--- src/hw/rtl/scd_pkg.sv ---
package scd_pkg;

  localparam int unsigned DATA_W = 64;

  localparam logic [DATA_W-1:0] GOLDEN_SALT   = 64'h9E37_79B9_7F4A_7C15;
  localparam logic [DATA_W-1:0] GOLDEN_TWICE  = 64'h3C6E_F372_FE94_F82A;
  localparam logic [DATA_W-1:0] DISTRICT_SALT = 64'hD1B5_4A32_D192_ED03;
  localparam logic [DATA_W-1:0] ROUTE_SALT    = 64'h94D0_49BB_1331_11EB;
  localparam logic [DATA_W-1:0] CLUSTER_SALT  = 64'hF135_7AEA_2E62_A9C5;
  localparam logic [DATA_W-1:0] OBJECT_SALT   = 64'hC2B2_AE3D_27D4_EB4F;
  localparam logic [DATA_W-1:0] MULT_A        = 64'hBF58_476D_1CE4_E5B9;
  localparam logic [DATA_W-1:0] MULT_B        = 64'h94D0_49BB_1331_11EB;

  // Segments per cluster is four, so the cluster index is a shift by two.
  localparam int unsigned SEG_SHIFT = 2;

  localparam int unsigned MIX_LAT    = 5;
  localparam int unsigned MIX_GROUPS = 12;
  localparam int unsigned PIPE_LAT   = MIX_GROUPS * MIX_LAT;

endpackage

--- src/hw/rtl/scd_delay.sv ---
module scd_delay #(
  parameter int unsigned WIDTH = scd_pkg::DATA_W,
  parameter int unsigned DEPTH = scd_pkg::MIX_LAT
) (
  input  logic             clk,
  input  logic [WIDTH-1:0] din,
  output logic [WIDTH-1:0] dout
);

  logic [WIDTH-1:0] taps [DEPTH];

  always_ff @(posedge clk) begin
    taps[0] <= din;
    for (int i = 1; i < DEPTH; i++) begin
      taps[i] <= taps[i-1];
    end
  end

  assign dout = taps[DEPTH-1];

endmodule

--- config.mk ---
export PLATFORM = sky130hd
export DESIGN_NAME = scd_delay
export DESIGN_NICKNAME = d
export VERILOG_FILES = /design/src/hw/rtl/scd_pkg.sv /design/src/hw/rtl/scd_delay.sv
export SDC_FILE = /design/constraint.sdc
export NUM_CORES = 1
export LEC_CHECK = 0
export ABC_AREA = 1
export BUFFER_PORTS_ARGS = -buffer_cell sky130_fd_sc_hd__buf_2
export CAP_MARGIN = 20
export CORE_MARGIN = 2
export CORE_UTILIZATION = 37
export CTS_CLUSTER_DIAMETER = 30
export CTS_CLUSTER_SIZE = 12
export DETAILED_ROUTE_END_ITERATION = 16
export MAX_ROUTING_LAYER = met4
export PLACE_DENSITY_LB_ADDON = 0.15
export SYNTH_ARGS = -nofsm -noshare
export SYNTH_HDL_FRONTEND = slang
export SYNTH_SLANG_ARGS = --single-unit
--- constraint.sdc ---
create_clock -name clk -period 0.8 [get_ports clk]
set_clock_uncertainty 0.15 [all_clocks]
set_input_delay 0.04 -clock clk [delete_from_list [all_inputs] [get_ports clk]]
set_output_delay 0.04 -clock clk [all_outputs]
set_load 0.01 [all_outputs]
==> impl_metrics.toml, run 1 <==
[status]
outcome = "finished with violations"
failed_checks = "setup timing"

[synthesis]
ys_types = 1
yosys.area.top_type = "sky130_fd_sc_hd__dfxtp_1"
synth_area_per_cell_um2 = 20.0
synth-seq-cells = 320
synth_warnings = 0
synth_top_area_frac = 1.00
mappedNetlistNets = 385
syn_inst = 320
synth.yosys.seq_area_share = 1.00
top_cells_by_area_synth = "sky130_fd_sc_hd__dfxtp_1"
post_synth_instance_area_mm2 = 0.00641

[clock_network]
clk_transition_reported_paths_ns = 0.05
ctsRootBufferMaster = "sky130_fd_sc_hd__clkbuf_16"
cts_h_tree_depth = 2
clock_sinks = 320
hold_buffer_count_at_cts = 64
cts_post_setup_buffers_inserted = 0
cts-buffers-inserted = 46
cts_tree = "yes"
cts-root-to-sink-buffers = 3
clkLatencyLatePin_ns = 0.51

[timing]
post_route_hold_slack_ns = 0.00973
finalSetupViolCount = 64
grt_setup_unrepaired = "true"
maxSlewHeadroom = 0.916
timing.final.max_slew_violations = 0
finalCriticalPeriod_ns = 1.13
hold_viol_final = 0
fmax_ghz = 0.881
post-route-period-util = 1.42
tightestPinTransition_ns = 0.126
timing.final.ws_setup_ns = -0.335

[grt]
use_met2 = 0.144
global_routing_met3_resource_utilization = 0.0415
grt_busiest_layer = "met2"
global_route.usage.total = 0.0926
grt_start_max_net_pins = 13
grt_pass1_wl_mm = 13.0
antenna_violations_before_repair = 0
global_route.usage.met1 = 0.0969
via_count_of_the_first_global_routing_pass = 2976
grt_overflow = 0

[floorplanning]
placeableCoreArea_mm2 = 0.0171
fp.dieArea_mm2 = 0.0184
top_level_ports = 129
row_count = 48
dieWidth_um = 136
floorplan.die.height_um = 136
starting_density = 0.374

[setup_path]
critPathArrivalTime_ns = 0.94
critical_path.startpoint_type = "register"
cp_slowest_cell = "sky130_fd_sc_hd__dfxtp_1"
critical_path.max_stage_delay_ns = 0.31
path_delay_family = "flip-flops"
worst_setup_path_end_kind = "primary output"
critPathBufInv = 1
worstPathCellList = "buf_2"
critPathKind = "register to primary output"
path_max_fanout = 1
worst_setup_slack_for_register_to_register_paths_ns = 0.23
cp.required_ns = 0.61

[route]
final_antenna_net_count = 0
routed_via_density = 3.54
postRouteWirelength_mm = 8.25
routedWlPerCell_um = 10.1
num_vias = 2905
detail_route.drc_violations = 0
dr.first_iter.drc_count = 49
drt-pass1-iter-count = 4

[placed_design]
detailedPlacementHpwl_mm = 4.38
placedCellCount = 673
io_buffer_count = 128
routabilityCongestion = 0.604
placed_area_mm2 = 0.00733

[flow_run]
maxCapViolCount = 0

[final_layout]
most_frequent_standard_cell_in_the_layout_excluding_fill_and_tap_cells = "sky130_fd_sc_hd__dfxtp_1"
antenna-diode-count = 0
flip_flop_count_of_the_largest_register_all_copies_and_words_added = 320
post-route-cell-area_mm2 = 0.00981
largest-register = "taps"
n_multi_input_combinational_cell = 0
layout_top_registers = "taps: 320 flops"
numnets_final = 625
multi_input_area_um2 = 0
instances_no_fill = 820
syn_to_final_growth_pct = 53.2
most_frequent_cells_in_the_layout = "sky130_fd_sc_hd__dfxtp_1, sky130_fd_sc_hd__buf_2, sky130_fd_sc_hd__dlygate4sd3_1, sky130_fd_sc_hd__clkbuf_16"
layout-drive-gt1-share = 0.405

[hold_path]
hold_path.class = "input port to register"

[pwr]
p_leak_uw = 0.00431
power.density_cell_area_mw_per_mm2 = 3810
max-vdd-ir-drop_mv = 1.95
==> kinds of logic after synthesis <==
group and share of synthesized area:
DFF 1.00
==> path summary, 6_finish.rpt <==
path | cells past startpoint | from | endpoint
max | 1 | taps[4][24] | dout[24]
min | 2 | din[16] | taps[0][16]
max reg2reg | 0 | taps[3][38] | taps[4][38]
min reg2reg | 0 | taps[0][55] | taps[1][55]
==> power by group <==
group | internal (uW) | switching, uW
registers | 16800 | 208
logic | 518 | 227
clock network | 13000 | 6580
==> synth_stat cells <==
cell type                 count
sky130_fd_sc_hd__dfxtp_1    320
==> metal layers <==
metal | part of all wire | vias to the layer above
met3 | 0.075 | 16
met1 | 0.41 | 1294
met4 | 0.023 | 0
met2 | 0.49 | 106
li1 | - | 1489
met5 | 0 | -
==> area by class of cell <==
type                    count  area [um2]
flip-flops and latches    320        6450
clock inverters            21         223
clock buffers              62        1380
well taps                 225         282
repair buffers            192        1490
fillers                  1320        7300
==> through the flow <==
step                      TNS, ns   util  power (uW)  setup slack [ns]
after floorplan                 0      -       17400             0.270
after global placement          0  0.428       17700             0.151
after detailed placement        0  0.428       17700             0.152
after CTS                  -22.17  0.567       37900            -0.366
after global routing       -22.83  0.573       38900            -0.373
final                      -20.15  0.573       37400            -0.335
==> repair_timing <==
| item | CTS | global route |
|---|---|---|
| gates resized for setup | 36 | 30 |
| setup endpoints to repair | 64 | 64 |
| pin swaps | 0 | 0 |
| hold endpoints to repair | 64 | 2 |
Note: power is estimated with default switching activity, not from simulation.
==> run 2, diff against run 1 <==
--- a/config.mk
+++ b/config.mk
@@ -13,7 +13,6 @@
 export CTS_CLUSTER_DIAMETER = 30
 export CTS_CLUSTER_SIZE = 12
 export DETAILED_ROUTE_END_ITERATION = 16
-export MAX_ROUTING_LAYER = met4
 export PLACE_DENSITY_LB_ADDON = 0.15
 export SYNTH_ARGS = -nofsm -noshare
 export SYNTH_HDL_FRONTEND = slang
==> constraint.sdc (replaced) <==
create_clock -name clk -period 1 [get_ports clk]
set_clock_uncertainty 0.15 [all_clocks]
set_input_delay 0.05 -clock clk [delete_from_list [all_inputs] [get_ports clk]]
set_output_delay 0.05 -clock clk [all_outputs]
set_load 0.01 [all_outputs]
==> run 2 against run 1 <==
  * The flow still finishes with violations (setup timing)
  * Total power down 20%
  * Combinational power down 17%
  * Worst setup slack better by 0.19 ns
  * Die area unchanged
  * Sequential cell count unchanged
  * Via count up 0.52%
  * Critical path type unchanged
  * Largest cell class unchanged
==> impl_metrics.toml, run 2 (synthesis gave the netlist of run 1 again) <==
[setup_path]
worstPathCellList = "buf_2"
worst_setup_path_end_kind = "primary output"
cp_slowest_cell = "sky130_fd_sc_hd__dfxtp_1"
critical_path.startpoint_type = "register"
critPathKind = "register to primary output"
worst_setup_slack_for_register_to_register_paths_ns = 0.42
path_max_fanout = 1
path_delay_family = "flip-flops"
critPathBufInv = 1
cp.required_ns = 0.80
critPathArrivalTime_ns = 0.94
timing.rr.end = "taps[4][29]"
worstRegToRegCells = 0
reg2reg_from = "taps[3][29]"
critical_path.max_stage_delay_ns = 0.31

[clock_network]
cts_tree = "yes"
clock_sinks = 320
ctsRootBufferMaster = "sky130_fd_sc_hd__clkbuf_16"
cts_h_tree_depth = 2
clkLatencyLatePin_ns = 0.51
cts-buffers-inserted = 46
cts-root-to-sink-buffers = 3
clk_transition_reported_paths_ns = 0.05
cts_post_setup_buffers_inserted = 0

[pwr]
internal_power_uw = 24300
power.share.combinational = 0.020
max-vdd-ir-drop_mv = 1.57
p_leak_uw = 0.00435
power.density_cell_area_mw_per_mm2 = 3030
switching_share = 0.187
power.share.sequential = 0.455
power.net_switching_uw = 5620
share_clk_of_total_power = 0.524

[timing]
post_route_hold_slack_ns = 0.0211
finalSetupViolCount = 64
fmax_ghz = 0.874
finalCriticalPeriod_ns = 1.14
tightestPinTransition_ns = 0.126
tns_ns = -8.02
grt_setup_unrepaired = "true"
post-route-period-util = 1.14
hold_viol_final = 0
maxSlewHeadroom = 0.916
timing.final.ws_setup_ns = -0.144
timing.final.max_slew_violations = 0

[route]
dr.first_iter.drc_count = 51
routed_via_density = 3.54
drt-pass1-iter-count = 4
postRouteWirelength_mm = 8.32
detail_route.drc_violations = 0
routedWlPerCell_um = 10.1
final_antenna_net_count = 0
num_vias = 2920

[final_layout]
most_frequent_standard_cell_in_the_layout_excluding_fill_and_tap_cells = "sky130_fd_sc_hd__dfxtp_1"
flip_flop_count_of_the_largest_register_all_copies_and_words_added = 320
syn_to_final_growth_pct = 54.2
post-route-cell-area_mm2 = 0.00988
layout-drive-gt1-share = 0.401
fillCellCount = 1313
numnets_final = 631
most_frequent_cells_in_the_layout = "sky130_fd_sc_hd__dfxtp_1, sky130_fd_sc_hd__buf_2, sky130_fd_sc_hd__dlygate4sd3_1, sky130_fd_sc_hd__clkbuf_16"
largest-register = "taps"
layout_top_registers = "taps: 320 flops"
layout.core_utilization = 0.577
antenna-diode-count = 0
multi_input_area_um2 = 0
n_multi_input_combinational_cell = 0

[grt]
antenna_violations_before_repair = 0
grt_start_max_net_pins = 13
grt_pass1_wl_mm = 13.0
global_route.usage.total = 0.0902
grt_overflow = 0
via_count_of_the_first_global_routing_pass = 2979

[flow_run]
maxCapViolCount = 0

[placed_design]
io_buffer_count = 128
detailedPlacementHpwl_mm = 4.38
placed_area_mm2 = 0.00733
routabilityCongestion = 0.599
detailedPlace.worstSlack_ns = 0.342

[floorplanning]
top_level_ports = 129
fp.dieArea_mm2 = 0.0184
dieWidth_um = 136
floorplan.die.height_um = 136
starting_density = 0.374
row_count = 48
placeableCoreArea_mm2 = 0.0171

[status]
outcome = "finished with violations"
failed_checks = "setup timing"

[hold_path]
hold_path_startpoint = "din[38]"
hold_path.class = "input port to register"
hold_path_end = "taps[0][38]"
hold_path_stages = 2
[run 2: cell count changes in the layout (fill, tap and decap cells not counted)]
| cell | change |
|---|---|
| sky130_fd_sc_hd__dlygate4sd3_1 | +5 |
| sky130_fd_sc_hd__dlymetal6s4s_1 | +1 |
[run 2: how the worst max path moves through the flow]
stage | start | end | slack (ns) | cells past startpoint
floorplan | taps[4][0] | dout[0] | 0.47 | 0
detailed placement | taps[4][7] | dout[7] | 0.34 | 1
global route | taps[4][36] | dout[36] | -0.18 | 1
global placement | taps[4][7] | dout[7] | 0.34 | 1
finish | taps[4][24] | dout[24] | -0.14 | 1
CTS | taps[4][36] | dout[36] | -0.18 | 1
[run 2: power groups by stage]
| stage | clock network, uW | registers (uW) | logic [uW] |
|---|---|---|---|
| after floorplan | 0 | 13900 | 0 |
| after global placement | 0 | 13900 | 326 |
| after detailed placement | 0 | 13900 | 328 |
| after CTS | 16100 | 13600 | 586 |
| after global routing | 16800 | 13700 | 661 |
| final | 15700 | 13600 | 614 |
[run 2: routing by layer]
layer | part of all wire | track usage | vias up
met5 | 0 | 0 | -
met4 | 0.025 | 0.0550 | 0
met3 | 0.081 | 0.0441 | 18
met2 | 0.49 | 0.144 | 104
met1 | 0.41 | 0.0962 | 1298
li1 | - | - | 1500
[run 2: area by class of cell]
type / instances / area [um2] / share of cell area
clock buffers: 62 / 1380 / 0.139
clock inverters: 21 / 223 / 0.0225
flip-flops and latches: 320 / 6450 / 0.653
well taps: 225 / 282 / 0.0285
repair buffers: 198 / 1550 / 0.157
[run 2: per-stage QoR]
stage,std cells,total power (uW)
2_1_floorplan,320,13900
3_3_place_gp,673,14200
3_5_place_dp,673,14200
4_1_cts,827,30400
5_1_grt,826,31100
6_report,826,30000
[run 2: repair_timing]
action,in CTS,in global routing
hold buffers,71,0
hold endpoints to repair,64,0
setup endpoints to repair,64,66
gates resized for setup,36,31
==> run 3, diff against run 2 <==
--- a/config.mk
+++ b/config.mk
@@ -9,7 +9,7 @@
 export BUFFER_PORTS_ARGS = -buffer_cell sky130_fd_sc_hd__buf_2
 export CAP_MARGIN = 20
 export CORE_MARGIN = 2
-export CORE_UTILIZATION = 37
+export CORE_UTILIZATION = 46
 export CTS_CLUSTER_DIAMETER = 30
 export CTS_CLUSTER_SIZE = 12
 export DETAILED_ROUTE_END_ITERATION = 16
==> run 3 against run 2 <==
  * Hold slack gained 0.0034 ns
  * Highest routed layer unchanged
  * The flow still finishes with violations (setup timing)
  * Sequential cell count is the same
  * Combinational power shrank 2%
  * Critical endpoint is now dout[60]
  * Sequential power is essentially flat
  * Cell count shrank 6.4%
  * Non-clock buffer count shrank 6
==> impl_metrics.toml, run 3 (synthesis gave the netlist of run 1 again) <==
[pwr]
share_clk_of_total_power = 0.536
power.net_switching_uw = 5800
internal_power_uw = 24900
p_leak_uw = 0.00433
power.density_cell_area_mw_per_mm2 = 3130
power.share.combinational = 0.020
power.share.sequential = 0.445
max-vdd-ir-drop_mv = 1.53
switching_share = 0.189

[final_layout]
n_multi_input_combinational_cell = 0
antenna-diode-count = 0
multi_input_area_um2 = 0
largest-register = "taps"
most_frequent_cells_in_the_layout = "sky130_fd_sc_hd__dfxtp_1, sky130_fd_sc_hd__buf_2, sky130_fd_sc_hd__dlygate4sd3_1, sky130_fd_sc_hd__clkbuf_16"
syn_to_final_growth_pct = 52.8
most_frequent_standard_cell_in_the_layout_excluding_fill_and_tap_cells = "sky130_fd_sc_hd__dfxtp_1"
numnets_final = 623
layout-drive-gt1-share = 0.405
layout_top_registers = "taps: 320 flops"
fillCellCount = 853
instances_no_fill = 773
flip_flop_count_of_the_largest_register_all_copies_and_words_added = 320

[timing]
timing.final.ws_setup_ns = -0.142
hold_viol_final = 0
tns_ns = -8.08
finalCriticalPeriod_ns = 1.14
post-route-period-util = 1.14
grt_setup_unrepaired = "true"
tightestPinTransition_ns = 0.127
timing.final.max_slew_violations = 0
maxSlewHeadroom = 0.916
fmax_ghz = 0.876
finalSetupViolCount = 64

[route]
final_antenna_net_count = 0
routedWlPerCell_um = 11.6
postRouteWirelength_mm = 8.99
num_vias = 2942
dr.first_iter.drc_count = 88
routed_via_density = 3.81
detail_route.drc_violations = 0
drt-pass1-iter-count = 2

[placed_design]
placedCellCount = 628
routabilityCongestion = 0.654
io_buffer_count = 128
detailedPlacementHpwl_mm = 4.19
detailedPlace.worstSlack_ns = 0.342

[clock_network]
cts_tree = "yes"
ctsRootBufferMaster = "sky130_fd_sc_hd__clkbuf_16"
clk_transition_reported_paths_ns = 0.05
cts-root-to-sink-buffers = 3
clock_sinks = 320
cts-buffers-inserted = 44
cts_h_tree_depth = 2
cts_post_setup_buffers_inserted = 0
clkLatencyLatePin_ns = 0.51

[floorplanning]
starting_density = 0.467
placeableCoreArea_mm2 = 0.0137
dieWidth_um = 122
top_level_ports = 129
floorplan.die.height_um = 122
fp.dieArea_mm2 = 0.0149
row_count = 43

[setup_path]
worstPathCellList = "buf_6"
critPathKind = "register to primary output"
critical_path.max_stage_delay_ns = 0.32
critical_path.startpoint_type = "register"
path_max_fanout = 1
cp_slowest_cell = "sky130_fd_sc_hd__dfxtp_2"
critPathBufInv = 1
path_delay_family = "flip-flops"
critPathArrivalTime_ns = 0.94
worst_setup_path_end_kind = "primary output"
cp.required_ns = 0.80

[status]
failed_checks = "setup timing"
outcome = "finished with violations"

[hold_path]
hold_path.class = "input port to register"

[grt]
antenna_violations_before_repair = 0
via_count_of_the_first_global_routing_pass = 3103
grt_start_max_net_pins = 13
global_route.usage.total = 0.121
grt_overflow = 0
grt_pass1_wl_mm = 13.6

[flow_run]
maxCapViolCount = 0
-- run 3: through the flow --
stage	area [um2]	total power (uW)	hold WS, ns	utilization
floorplan	6410	13900	-0.0723	-
global placement	7270	14200	0.00243	0.530
detailed placement	7270	14200	0.00356	0.530
CTS	9650	30900	0.00278	0.703
global route	9790	31700	0.0141	0.713
finish	9790	30700	0.0245	0.713
-- run 3: cell type report --
class	count	area [um2]	area share
clock buffer	54	1240	0.127
clock inverter	27	394	0.0403
sequential	320	6450	0.659
tap	180	225	0.0230
timing repair buffer	192	1480	0.151
-- run 3: power groups by stage --
stage | Clock, uW | Combinational, uW | Sequential [uW]
6_report | 16400 | 604 | 13600
5_1_grt | 17400 | 648 | 13700
4_1_cts | 16800 | 554 | 13600
3_5_place_dp | 0 | 325 | 13900
3_3_place_gp | 0 | 323 | 13800
2_1_floorplan | 0 | 0 | 13900
-- run 3: metal layers --
metal | share of wire | global-route usage | vias to the layer above
met5 | 0 | 0 | -
met3 | 0.064 | 0.0445 | 14
met4 | 0.021 | 0.0797 | 0
met1 | 0.38 | 0.116 | 1348
li1 | - | - | 1482
met2 | 0.54 | 0.215 | 98
-- run 3: path summary, 6_finish.rpt --
check | startpoint | end | slack [ns] | cells past startpoint
setup / recovery | taps[4][60] | dout[60] | -0.14 | 1
setup reg to reg | taps[2][32] | taps[3][32] | 0.42 | 0
hold / removal | din[55] | taps[0][55] | 0.02 | 2
hold reg to reg | taps[1][56] | taps[2][56] | 0.16 | 0
-- run 3: timing repair --
item / 4_1_cts / 5_1_grt
endpoints found under the hold margin: 64 / 0
resized for setup: 24 / 40
endpoints found under the setup margin: 64 / 65
hold buffers: 65 / 0
